--- config.mk ---
export PLATFORM = sky130hd
export DESIGN_NAME = triangle_edge_rasterizer_top
export DESIGN_NICKNAME = d
export VERILOG_FILES = /design/src/sv/ter_pkg.sv /design/src/sv/triangle_edge_rasterizer_top.sv
export SDC_FILE = /design/constraint.sdc
export NUM_CORES = 2
export LEC_CHECK = 0
export ABC_CLOCK_PERIOD_IN_PS = 27700
export BUFFER_PORTS_ARGS = -buffer_cell sky130_fd_sc_hd__buf_2
export CORE_ASPECT_RATIO = 1.1
export CORE_UTILIZATION = 40
export DETAILED_ROUTE_END_ITERATION = 12
export GPL_TIMING_DRIVEN = 1
export SETUP_SLACK_MARGIN = 0.2
export SLEW_MARGIN = 15
export SYNTH_ARGS = -nofsm -noshare
export SYNTH_HDL_FRONTEND = slang
export SYNTH_SLANG_ARGS = --single-unit
--- constraint.sdc ---
create_clock -name clk_i -period 27.7 [get_ports clk_i]
set_input_delay 1.385 -clock clk_i [delete_from_list [all_inputs] [get_ports clk_i]]
set_output_delay 1.385 -clock clk_i [all_outputs]
set_load 0.03 [all_outputs]
--- src/sv/ter_pkg.sv ---
// ----------------------------------------------------------------------------
// Triangle edge rasterizer package
// Shared types, widths and screen defaults for the edge-function rasterizer.
// ----------------------------------------------------------------------------
package ter_pkg;

  localparam int ScreenWidthDef  = 64;
  localparam int ScreenHeightDef = 32;

  localparam int XW    = 6;
  localparam int YW    = 5;
  localparam int MaskW = 64;
  localparam int EdgeW = 15;
  localparam int OpAW  = 8;
  localparam int OpBW  = 7;

  typedef struct packed {
    logic [XW-1:0] vertex_a_x;
    logic [YW-1:0] vertex_a_y;
    logic [XW-1:0] vertex_b_x;
    logic [YW-1:0] vertex_b_y;
    logic [XW-1:0] vertex_c_x;
    logic [YW-1:0] vertex_c_y;
  } tri_t;

  typedef struct packed {
    logic [YW-1:0]    row_index;
    logic [MaskW-1:0] covered_columns;
    logic             last_row;
  } row_t;

  typedef enum logic [1:0] {
    StIdle,
    StSetup,
    StRows
  } state_e;

  typedef enum logic [1:0] {
    PhPq,
    PhQp,
    PhBase
  } phase_e;

endpackage

--- src/sv/triangle_edge_rasterizer_top.sv ---
// ----------------------------------------------------------------------------
// Triangle edge rasterizer
// Results: after setup, one row result per cycle for each bounding-box row;
// the block stays busy with a triangle until its last row (or setup, if empty).
// Setup runs nine steps through one shared multiply-add unit; rows then step
// one per cycle with all columns tested side by side.
// Reset clears the sequencer and the result strobe; the receiver cannot stall.
// ----------------------------------------------------------------------------
module triangle_edge_rasterizer_top #(
  parameter int SCREEN_WIDTH  = ter_pkg::ScreenWidthDef,
  parameter int SCREEN_HEIGHT = ter_pkg::ScreenHeightDef
) (
  input  logic          clk_i,
  input  logic          rst_ni,
  input  logic          start_i,
  input  ter_pkg::tri_t tri_i,
  output logic          busy_o,
  output logic          result_valid_o,
  output ter_pkg::row_t result_o
);

  localparam int EW = ter_pkg::EdgeW;
  localparam int XW = ter_pkg::XW;
  localparam int YW = ter_pkg::YW;

  ter_pkg::state_e state_q, state_d;
  ter_pkg::phase_e phase_q, phase_d;
  logic [1:0]      edge_q, edge_d;

  ter_pkg::tri_t   vtx_q;
  logic [XW-1:0]   left_q, right_q;
  logic [YW-1:0]   y_q, bottom_q;
  logic            empty_q;
  logic signed [EW-1:0] tmp_q;
  logic signed [EW-1:0] base_q [3];

  logic            valid_q;
  ter_pkg::row_t   res_q;

  logic            accept;
  logic            setup_done;
  logic            row_last;
  logic [XW-1:0]   in_left, in_right;
  logic [YW-1:0]   in_top, in_bottom, in_bot_clamp;

  logic signed [EW-1:0] a_ext [3];
  logic signed [EW-1:0] b_ext [3];
  logic [XW-1:0]   px, qx;
  logic [YW-1:0]   py, qy;
  logic signed [ter_pkg::OpAW-1:0] op_a;
  logic signed [ter_pkg::OpBW-1:0] op_b;
  logic signed [EW-1:0] op_c;
  logic signed [EW-1:0] mac;
  logic [ter_pkg::MaskW-1:0] row_mask;

  assign accept     = start_i && !busy_o;
  assign setup_done = (phase_q == ter_pkg::PhBase) && (edge_q == 2'd2);
  assign row_last   = (y_q == bottom_q);

  always_comb begin
    in_left = tri_i.vertex_a_x;
    if (tri_i.vertex_b_x < in_left) in_left = tri_i.vertex_b_x;
    if (tri_i.vertex_c_x < in_left) in_left = tri_i.vertex_c_x;
    in_right = tri_i.vertex_a_x;
    if (tri_i.vertex_b_x > in_right) in_right = tri_i.vertex_b_x;
    if (tri_i.vertex_c_x > in_right) in_right = tri_i.vertex_c_x;
    in_top = tri_i.vertex_a_y;
    if (tri_i.vertex_b_y < in_top) in_top = tri_i.vertex_b_y;
    if (tri_i.vertex_c_y < in_top) in_top = tri_i.vertex_c_y;
    in_bottom = tri_i.vertex_a_y;
    if (tri_i.vertex_b_y > in_bottom) in_bottom = tri_i.vertex_b_y;
    if (tri_i.vertex_c_y > in_bottom) in_bottom = tri_i.vertex_c_y;
    in_bot_clamp = in_bottom;
    if (int'(in_bottom) > SCREEN_HEIGHT - 1) in_bot_clamp = YW'(SCREEN_HEIGHT - 1);
  end

  // Edge coefficients: A = py - qy, B = qx - px for edges a->b, b->c, c->a.
  assign a_ext[0] = EW'(signed'({1'b0, vtx_q.vertex_a_y})) -
                    EW'(signed'({1'b0, vtx_q.vertex_b_y}));
  assign a_ext[1] = EW'(signed'({1'b0, vtx_q.vertex_b_y})) -
                    EW'(signed'({1'b0, vtx_q.vertex_c_y}));
  assign a_ext[2] = EW'(signed'({1'b0, vtx_q.vertex_c_y})) -
                    EW'(signed'({1'b0, vtx_q.vertex_a_y}));
  assign b_ext[0] = EW'(signed'({1'b0, vtx_q.vertex_b_x})) -
                    EW'(signed'({1'b0, vtx_q.vertex_a_x}));
  assign b_ext[1] = EW'(signed'({1'b0, vtx_q.vertex_c_x})) -
                    EW'(signed'({1'b0, vtx_q.vertex_b_x}));
  assign b_ext[2] = EW'(signed'({1'b0, vtx_q.vertex_a_x})) -
                    EW'(signed'({1'b0, vtx_q.vertex_c_x}));

  always_comb begin
    unique case (edge_q)
      2'd1: begin
        px = vtx_q.vertex_b_x; py = vtx_q.vertex_b_y;
        qx = vtx_q.vertex_c_x; qy = vtx_q.vertex_c_y;
      end
      2'd2: begin
        px = vtx_q.vertex_c_x; py = vtx_q.vertex_c_y;
        qx = vtx_q.vertex_a_x; qy = vtx_q.vertex_a_y;
      end
      default: begin
        px = vtx_q.vertex_a_x; py = vtx_q.vertex_a_y;
        qx = vtx_q.vertex_b_x; qy = vtx_q.vertex_b_y;
      end
    endcase
  end

  // Shared multiply-add: C = px*qy - qx*py, then base = B*top + C.
  always_comb begin
    unique case (phase_q)
      ter_pkg::PhQp: begin
        op_a = -signed'({2'b00, qx});
        op_b = signed'({2'b00, py});
        op_c = tmp_q;
      end
      ter_pkg::PhBase: begin
        op_a = b_ext[edge_q][ter_pkg::OpAW-1:0];
        op_b = signed'({2'b00, y_q});
        op_c = tmp_q;
      end
      default: begin
        op_a = signed'({2'b00, px});
        op_b = signed'({2'b00, qy});
        op_c = '0;
      end
    endcase
  end

  assign mac = EW'(op_a) * EW'(op_b) + op_c;

  for (genvar gx = 0; gx < ter_pkg::MaskW; gx++) begin : g_lane
    if (gx < SCREEN_WIDTH) begin : g_on
      logic signed [EW-1:0] e [3];
      logic in_box;
      for (genvar gk = 0; gk < 3; gk++) begin : g_edge
        assign e[gk] = base_q[gk] + a_ext[gk] * EW'(gx);
      end
      assign in_box = (int'(left_q) <= gx) && (gx <= int'(right_q));
      assign row_mask[gx] = in_box &&
                            ((!e[0][EW-1] && !e[1][EW-1] && !e[2][EW-1]) ||
                             (e[0][EW-1] && e[1][EW-1] && e[2][EW-1]));
    end else begin : g_off
      assign row_mask[gx] = 1'b0;
    end
  end

  always_comb begin
    state_d = state_q;
    phase_d = phase_q;
    edge_d  = edge_q;
    unique case (state_q)
      ter_pkg::StIdle: begin
        if (accept) begin
          state_d = ter_pkg::StSetup;
          phase_d = ter_pkg::PhPq;
          edge_d  = 2'd0;
        end
      end
      ter_pkg::StSetup: begin
        unique case (phase_q)
          ter_pkg::PhPq:   phase_d = ter_pkg::PhQp;
          ter_pkg::PhQp:   phase_d = ter_pkg::PhBase;
          default: begin
            phase_d = ter_pkg::PhPq;
            edge_d  = edge_q + 2'd1;
          end
        endcase
        if (setup_done) begin
          state_d = empty_q ? ter_pkg::StIdle : ter_pkg::StRows;
        end
      end
      ter_pkg::StRows: begin
        if (row_last) state_d = ter_pkg::StIdle;
      end
      default: state_d = ter_pkg::StIdle;
    endcase
  end

  always_comb begin
    busy_o         = (state_q != ter_pkg::StIdle);
    result_valid_o = valid_q;
    result_o       = res_q;
  end

  always_ff @(posedge clk_i or negedge rst_ni) begin
    if (!rst_ni) begin
      state_q <= ter_pkg::StIdle;
      phase_q <= ter_pkg::PhPq;
      edge_q  <= 2'd0;
      valid_q <= 1'b0;
    end else begin
      state_q <= state_d;
      phase_q <= phase_d;
      edge_q  <= edge_d;
      valid_q <= (state_q == ter_pkg::StRows);
    end
  end

  always_ff @(posedge clk_i) begin
    if (accept) begin
      vtx_q    <= tri_i;
      left_q   <= in_left;
      right_q  <= in_right;
      y_q      <= in_top;
      bottom_q <= in_bot_clamp;
      empty_q  <= (in_top > in_bot_clamp);
    end
    if (state_q == ter_pkg::StSetup) begin
      if (phase_q == ter_pkg::PhBase) begin
        base_q[edge_q] <= mac;
      end else begin
        tmp_q <= mac;
      end
    end
    if (state_q == ter_pkg::StRows) begin
      y_q       <= y_q + YW'(1);
      base_q[0] <= base_q[0] + b_ext[0];
      base_q[1] <= base_q[1] + b_ext[1];
      base_q[2] <= base_q[2] + b_ext[2];
      res_q.row_index       <= y_q;
      res_q.covered_columns <= row_mask;
      res_q.last_row        <= row_last;
    end
  end

  a_result_from_rows : assert property (@(posedge clk_i) disable iff (!rst_ni)
    result_valid_o |-> $past(state_q == ter_pkg::StRows))
    else $error("result strobe without a row step");

  a_accept_busy : assert property (@(posedge clk_i) disable iff (!rst_ni)
    accept |=> busy_o && state_q == ter_pkg::StSetup)
    else $error("start transfer did not enter setup");

  a_row_advance : assert property (@(posedge clk_i) disable iff (!rst_ni)
    result_valid_o && !result_o.last_row |=>
      result_valid_o && result_o.row_index == $past(result_o.row_index) + YW'(1))
    else $error("row sequence broken");

  a_last_gap : assert property (@(posedge clk_i) disable iff (!rst_ni)
    result_valid_o && result_o.last_row |=> !result_valid_o)
    else $error("result after last row");

endmodule

# Word-level counts from Yosys, hierarchy flattened
# Memory sizes are Yosys's and may differ from the RTL's.
# Cells that the tools add are included.
word_totals:
  ram_bits: 45
  ff_bits: 148
  word_cells: 1234
  mem_count: 1
  input_bits: 36
  output_inout_bits: 72
mem_list:
  columns: ["memory", "depth", "width", "read_ports", "rd_ports_with_merged_regs", "wr", "line", "source"]
  rows:
  - ["base_q", 3, 15, 3, 0, 3, "triangle_edge_rasterizer_top.sv:35", "logic signed [EW-1:0] base_q [3];"]
op_classes:
  addsub: 202
  bitwise: 2
  n_eq_ne: 11
  mul: 172
  n_reduce_logical: 653
  n_lt_le_gt_ge: 136
  muxes: 38
ops:
  columns: ["cell", "n"]
  rows:
  - ["adder 15 x 13 -> 15 bit", 93]
  - ["adder 15 x 12 -> 15 bit", 45]
  - ["multiplier 6 x 7 -> 13 bit, second input constant", 48]
  - ["multiplier 6 x 6 -> 12 bit, second input constant", 48]
  - ["multiplier 6 x 5 -> 11 bit, second input constant", 36]
  - ["logical AND 1 bit", 384]
  - ["adder 15 x 11 -> 15 bit", 24]
  - ["multiplier 6 x 4 -> 10 bit, second input constant", 24]
  - ["zero test 1 bit", 193]
  - ["<= comparator 6 bit, first input constant", 32]
  - ["<= comparator 6 bit, second input constant", 31]
  - ["adder 15 x 10 -> 15 bit", 12]
  - ["multiplier 6 x 3 -> 9 bit, second input constant", 15]
  - ["<= comparator 5 x 6 -> 1 bit, first input constant", 16]
  - ["<= comparator 6 x 5 -> 1 bit, second input constant", 16]
  - ["adder 15 x 7 -> 15 bit", 6]
  - ["adder 15 x 9 -> 15 bit", 6]
  - ["logical OR 1 bit", 64]
  - ["<= comparator 4 x 6 -> 1 bit, first input constant", 8]
  - ["<= comparator 6 x 4 -> 1 bit, second input constant", 8]
  - ["adder 15 x 6 -> 15 bit", 3]
  - ["adder 15 x 8 -> 15 bit", 3]
  - ["binary-select mux 15 bit (select 2 bit)", 1]
  - ["2-to-1 mux 15 bit", 2]
  - ["40 further kinds", 96]

# Logic depth before layout (Yosys ltp)
logic_depth:
  ltp_word: 8
  mapped_depth: 34
  ltp_nobuf: 33

# Worst setup path after synthesis
# Ideal clock, no wire load.
synth_path:
  kind: "register to register"
  from: "register vtx_q[14] in the netlist's numbering"
  to: "register res_q (netlist bit result_o[63]) (data pin)"
  setup_ns: 0.203
  t_arrival_ns: 8.610
  path_slack_ns: 18.888
  n_path_buf: 4
  path_stages_with_launch: 32
  required_ns: 27.497
  synth_period_minus_slack_ns: 8.812
  cell_sequence: "edfxtp_1 -> inv_1 -> ha_1 -> buf_2 -> o21a_1 -> a21boi_2 -> o21a_1 -> buf_4 -> inv_1 -> buf_2 -> buf_1 -> ha_1 -> inv_1 -> xnor2_1 -> fa_1 -> fa_1 -> ha_1 -> o21a_1 -> o31a_1 -> o21ai_0 -> a21boi_0 -> and3_1 -> nor3_1 -> ha_1 -> o21a_1 -> o31ai_1 -> o21ai_0 -> a211oi_1 -> xnor2_1 -> xnor2_1 -> a211o_1 -> a2111oi_1"
synth_between:
  elab_chain_len: 8
  elab_cells_between_ends: 14
  cone_classes: "add/sub (4); mul (2); reduce/logical (8)"
synth_rtl:
  columns: ["item", "line", "source"]
  rows:
  - ["start, declared", "triangle_edge_rasterizer_top.sv:30", "ter_pkg::tri_t vtx_q;"]
  - ["start signal, assigned", "triangle_edge_rasterizer_top.sv:201", "vtx_q <= tri_i;"]
  - ["subtractor 5 x 5 -> 6 bit, on equally long branches", "triangle_edge_rasterizer_top.sv:78, triangle_edge_rasterizer_top.sv:80", null]
  - ["multiplier 6 x 6 -> 12 bit", "triangle_edge_rasterizer_top.sv:136", "assign e[gk] = base_q[gk] + a_ext[gk] * EW'(gx);"]
  - ["adder 15 x 13 -> 15 bit", "triangle_edge_rasterizer_top.sv:136", null]
  - ["zero test 1 bit", "triangle_edge_rasterizer_top.sv:140", "((!e[0][EW-1] && !e[1][EW-1] && !e[2][EW-1]) ||"]
  - ["logical AND 1 bit (2 in a row)", "triangle_edge_rasterizer_top.sv:140", null]
  - ["logical OR 1 bit *", "triangle_edge_rasterizer_top.sv:140", null]
  - ["logical AND 1 bit *", "triangle_edge_rasterizer_top.sv:139", "assign row_mask[gx] = in_box &&"]
  - ["via row_mask, one bit", "triangle_edge_rasterizer_top.sv:54", "logic [ter_pkg::MaskW-1:0] row_mask;"]
  - ["end, declared", "triangle_edge_rasterizer_top.sv:38", "ter_pkg::row_t res_q;"]
# The timed path passes the listed nets; every way through them passes the cells marked *.
# A chain may end at the register's enable or synchronous reset.

# Worst setup path after layout
layout_path:
  from: "register vtx_q[3] in the netlist's numbering"
  to: "register res_q (netlist bit result_o[63]) (data pin)"
layout_between:
  elab_chain_len: 8
  elab_cells_between_ends: 14
  cone_classes: "add/sub (4); mul (2); reduce/logical (8)"
layout_rtl:
  columns: ["item", "line", "source"]
  rows:
  - ["subtractor 5 x 5 -> 6 bit", "triangle_edge_rasterizer_top.sv:80", "assign a_ext[1] = EW'(signed'({1'b0, vtx_q.vertex_b_y})) -"]
  - ["multiplier 6 x 6 -> 12 bit", "triangle_edge_rasterizer_top.sv:136", null]
  - ["adder 15 x 13 -> 15 bit", "triangle_edge_rasterizer_top.sv:136", null]
  - ["zero test 1 bit", "triangle_edge_rasterizer_top.sv:140", null]
  - ["logical AND 1 bit (2 in a row)", "triangle_edge_rasterizer_top.sv:140", null]
  - ["logical OR 1 bit *", "triangle_edge_rasterizer_top.sv:140", null]
  - ["logical AND 1 bit *", "triangle_edge_rasterizer_top.sv:139", null]
  - ["via row_mask, one bit", "triangle_edge_rasterizer_top.sv:54", null]
# Marks and branches as above.

==> flow_metrics.env <==
export IMPL_status="completed"
export IMPL_core_sq_um=237000
export IMPL_avgSynthCellArea_sq_um=9.03
export IMPL_crit_arrival_ns=10.49
export IMPL_syn_nets=14200
export IMPL_synthXorXnorAreaFrac=0.0598
export IMPL_ys_flop_type="edfxtp_1"
export IMPL_synth_compound_area_share=0.169
export IMPL_final_hold_viol_count=0
export IMPL_required_ns=28.03
export IMPL_drtIter0Drc=6654
export IMPL_start_util=0.404
export IMPL_final_cells=14000
export IMPL_syn_cell_area_sq_um=95700
export IMPL_area_growth_pct=6.82
export IMPL_fp_dieArea_sq_um=241000
export IMPL_drt_vias_per_instance=5.84
export IMPL_yosysSeqAreaShare=0.0602
export IMPL_tns_ns=0
export IMPL_finalClockSkew_ns=0.0461
export IMPL_io_buffers=107
export IMPL_critPathLaunchType="flop"
export IMPL_layout_nets=14400
export IMPL_cts_tree="done"
export IMPL_min_period_ns=10.17
export IMPL_crit_path_max_fanout=16
export IMPL_cp_common_cell="ha_1"
export IMPL_insertion_delay_ns=0.56
export IMPL_fmax_mhz=98.4
export IMPL_drive_gt1_frac=0.0482
export IMPL_yosys_area_share_simple=0.0821
export IMPL_drc=0
export IMPL_die_h_microns=515
export IMPL_setup_worst_path_end="result_o[63]"
export IMPL_crit_type="flop to flop"
export IMPL_reg2reg_slack_ns=17.53
export IMPL_rr_startpoint="vtx_q[3]"
export IMPL_antenna_left=0
export IMPL_setup_violations=0
export IMPL_hold_class="flop to flop"
export IMPL_cts_hold_buf=0
export IMPL_yosysWarnings=0
export IMPL_max_cap_viol_count=0
export IMPL_cts_sinks=193
export IMPL_io_pins=108
export IMPL_post_cts_buffers=0
export IMPL_cts_repair_resized=0
export IMPL_finalCritPeriodShare=0.367
export IMPL_wire_per_inst_microns=27.5
export IMPL_rows=187
export IMPL_reg2regPathDepth=25
export IMPL_clk_pin_slew_worst_paths_ns=0.08
export IMPL_cp_slowest_cell="ha_1"
export IMPL_worst_pin_slew_ns=1.25
export IMPL_worst_r2r_endpoint="result_o[63]"
export IMPL_clock_tree_buffer_depth=3
export IMPL_grt_pass1_wl_mm=557
export IMPL_gp_congestion=1.01
export IMPL_grt_remaining_overflow=0
export IMPL_dr_pass1_iters=6
export IMPL_grt_pass1_vias=83100
export IMPL_grt_usage=0.316
export IMPL_synthCells=10600
export IMPL_routed_wl_mm=383
export IMPL_synth_edff_count=186
export IMPL_crit_path_end_kind="flop"
export IMPL_cts_buffers=25
export IMPL_num_vias=81500
export IMPL_relSlewSlack=0.158
export IMPL_yosysUniqueCellTypes=96
export IMPL_clockRootBuffer="clkbuf_16"
export IMPL_critPathMaxStageDelay_ns=0.81
export IMPL_drv_slew=0
export IMPL_synthArstFlopShare=0.0363
export IMPL_synth_seq_cells=193
export IMPL_dpl_cell_count=13900
export IMPL_antenna_found_initial=13
export IMPL_grt_max_degree=62
export IMPL_synth_top_family_by_area="adder cells"
export IMPL_htreeDepth=4
export IMPL_yosys_mux_area_fraction=0.00612
export IMPL_die_w_microns=468
export IMPL_synth_fa_ha_area_frac=0.540
export IMPL_dp_hpwl_mm=317
export IMPL_cp_startpoint="vtx_q[3]"
export IMPL_rsz0062_at_grt="no"
-- worst max-delay path, delay by kind of cell, from the launching register on --
| kind | cells | cell delay [ns] |
|---|---|---|
| buf+inv | 5 | 2.05 |
| simple gates | 2 | 0.19 |
| compound gates | 11 | 3.45 |
| flops | 1 | 0.47 |
| xor+xnor | 1 | 0.69 |
| fa+ha+maj | 6 | 3.06 |
-- through the flow --
stage,worst slack [ns],cell area [sq um],utilization,hold slack (ns)
floorplan,18.89,95700,-,0.421
global placement,17.68,101000,0.428,0.430
detailed placement,17.67,101000,0.429,0.442
CTS,17.60,102000,0.431,0.454
global route,17.04,102000,0.431,0.479
finish,17.53,102000,0.432,0.451
-- synth_stat cells, types with 100 or more instances --
library cell / number / area (sq um)
ha_1: 2615 / 32700
nand2b_1: 111 / 694
inv_1: 1958 / 7350
a21o_1: 297 / 2230
xnor2_1: 493 / 4320
o21ai_0: 551 / 2760
xor2_1: 135 / 1180
fa_1: 947 / 19000
edfxtp_1: 186 / 5590
nor2_1: 380 / 1430
a21oi_1: 620 / 3100
nand2_1: 364 / 1370
o211ai_1: 100 / 751
o21a_1: 184 / 1380
nand3_1: 153 / 766
-- logic make-up after synthesis --
group                    count (synthesis)
AO/OA/AOI/OAI                         2489
XOR/XNOR                               640
adder cells (fa/ha/maj)               3562
buffers and inverters                 2088
flip-flops                             193
multiplexers                            56
AND/OR/NAND/NOR                       1566
-- how the worst min path moves through the flow --
stage          startpoint          to  slack, ns  cells past startpoint
2_1_floorplan     empty_q  state_q[1]       0.42                      1
3_3_place_gp      empty_q  state_q[1]       0.43                      1
3_5_place_dp      empty_q  state_q[1]       0.44                      1
4_1_cts           empty_q  state_q[1]       0.45                      1
5_1_grt           empty_q  state_q[1]       0.48                      1
6_report          empty_q  state_q[1]       0.45                      1
-- final cells by class --
| type | count | area [sq um] |
|---|---|---|
| timing repair buffer | 324 | 2200 |
| clock buffer | 26 | 629 |
| inverter | 1966 | 7390 |
| multi-input combinational | 8313 | 82200 |
| fill | 23300 | 135000 |
| sequential | 193 | 5760 |
| antenna | 6 | 15.0 |
| tap | 3118 | 3900 |
| clock inverter | 7 | 48.8 |
-- layer usage --
metal	up-vias	part of all wire	global-route usage
met5	-	0.000018	0
met4	2	0.076	0.200
met3	775	0.061	0.0360
met2	2941	0.46	0.516
met1	40500	0.41	0.394
li1	37300	-	-
-- flip-flops by register name, indices dropped and copies added (netlist names) --
register        count
y_q                 5
right_q             6
bottom_q            5
state_q             2
vtx_q              33
tmp_q              15
base_q             45
result_o           70
edge_q              2
left_q              6
phase_q             2
empty_q             1
result_valid_o      1
-- cells in the final DEF, fill, tap and decap left out, types with 57 or more instances in the layout --
cell type / Yosys / final
nor3_1: 94 / 94
fa_1: 947 / 947
or3_1: 58 / 58
o31ai_1: 60 / 60
xnor2_1: 493 / 486
nand3_1: 153 / 153
o21a_1: 184 / 182
o21bai_1: 80 / 80
o211ai_1: 100 / 100
a21oi_1: 620 / 620
edfxtp_1: 186 / 186
a211oi_1: 95 / 94
or2_2: 58 / 58
o21ai_0: 551 / 551
nor2b_1: 81 / 81
buf_2: 11 / 107
nand2b_1: 111 / 110
inv_1: 1958 / 1957
nand2_1: 364 / 364
a31oi_1: 79 / 79
ha_1: 2615 / 2611
a21o_1: 297 / 297
a2111oi_0: 72 / 68
buf_4: 3 / 214
xor2_1: 135 / 132
nor2_1: 380 / 378
and2_1: 57 / 57
Power is not shown: default switching activity piles up to over one toggle a cycle in this logic, so the estimate is an artifact.
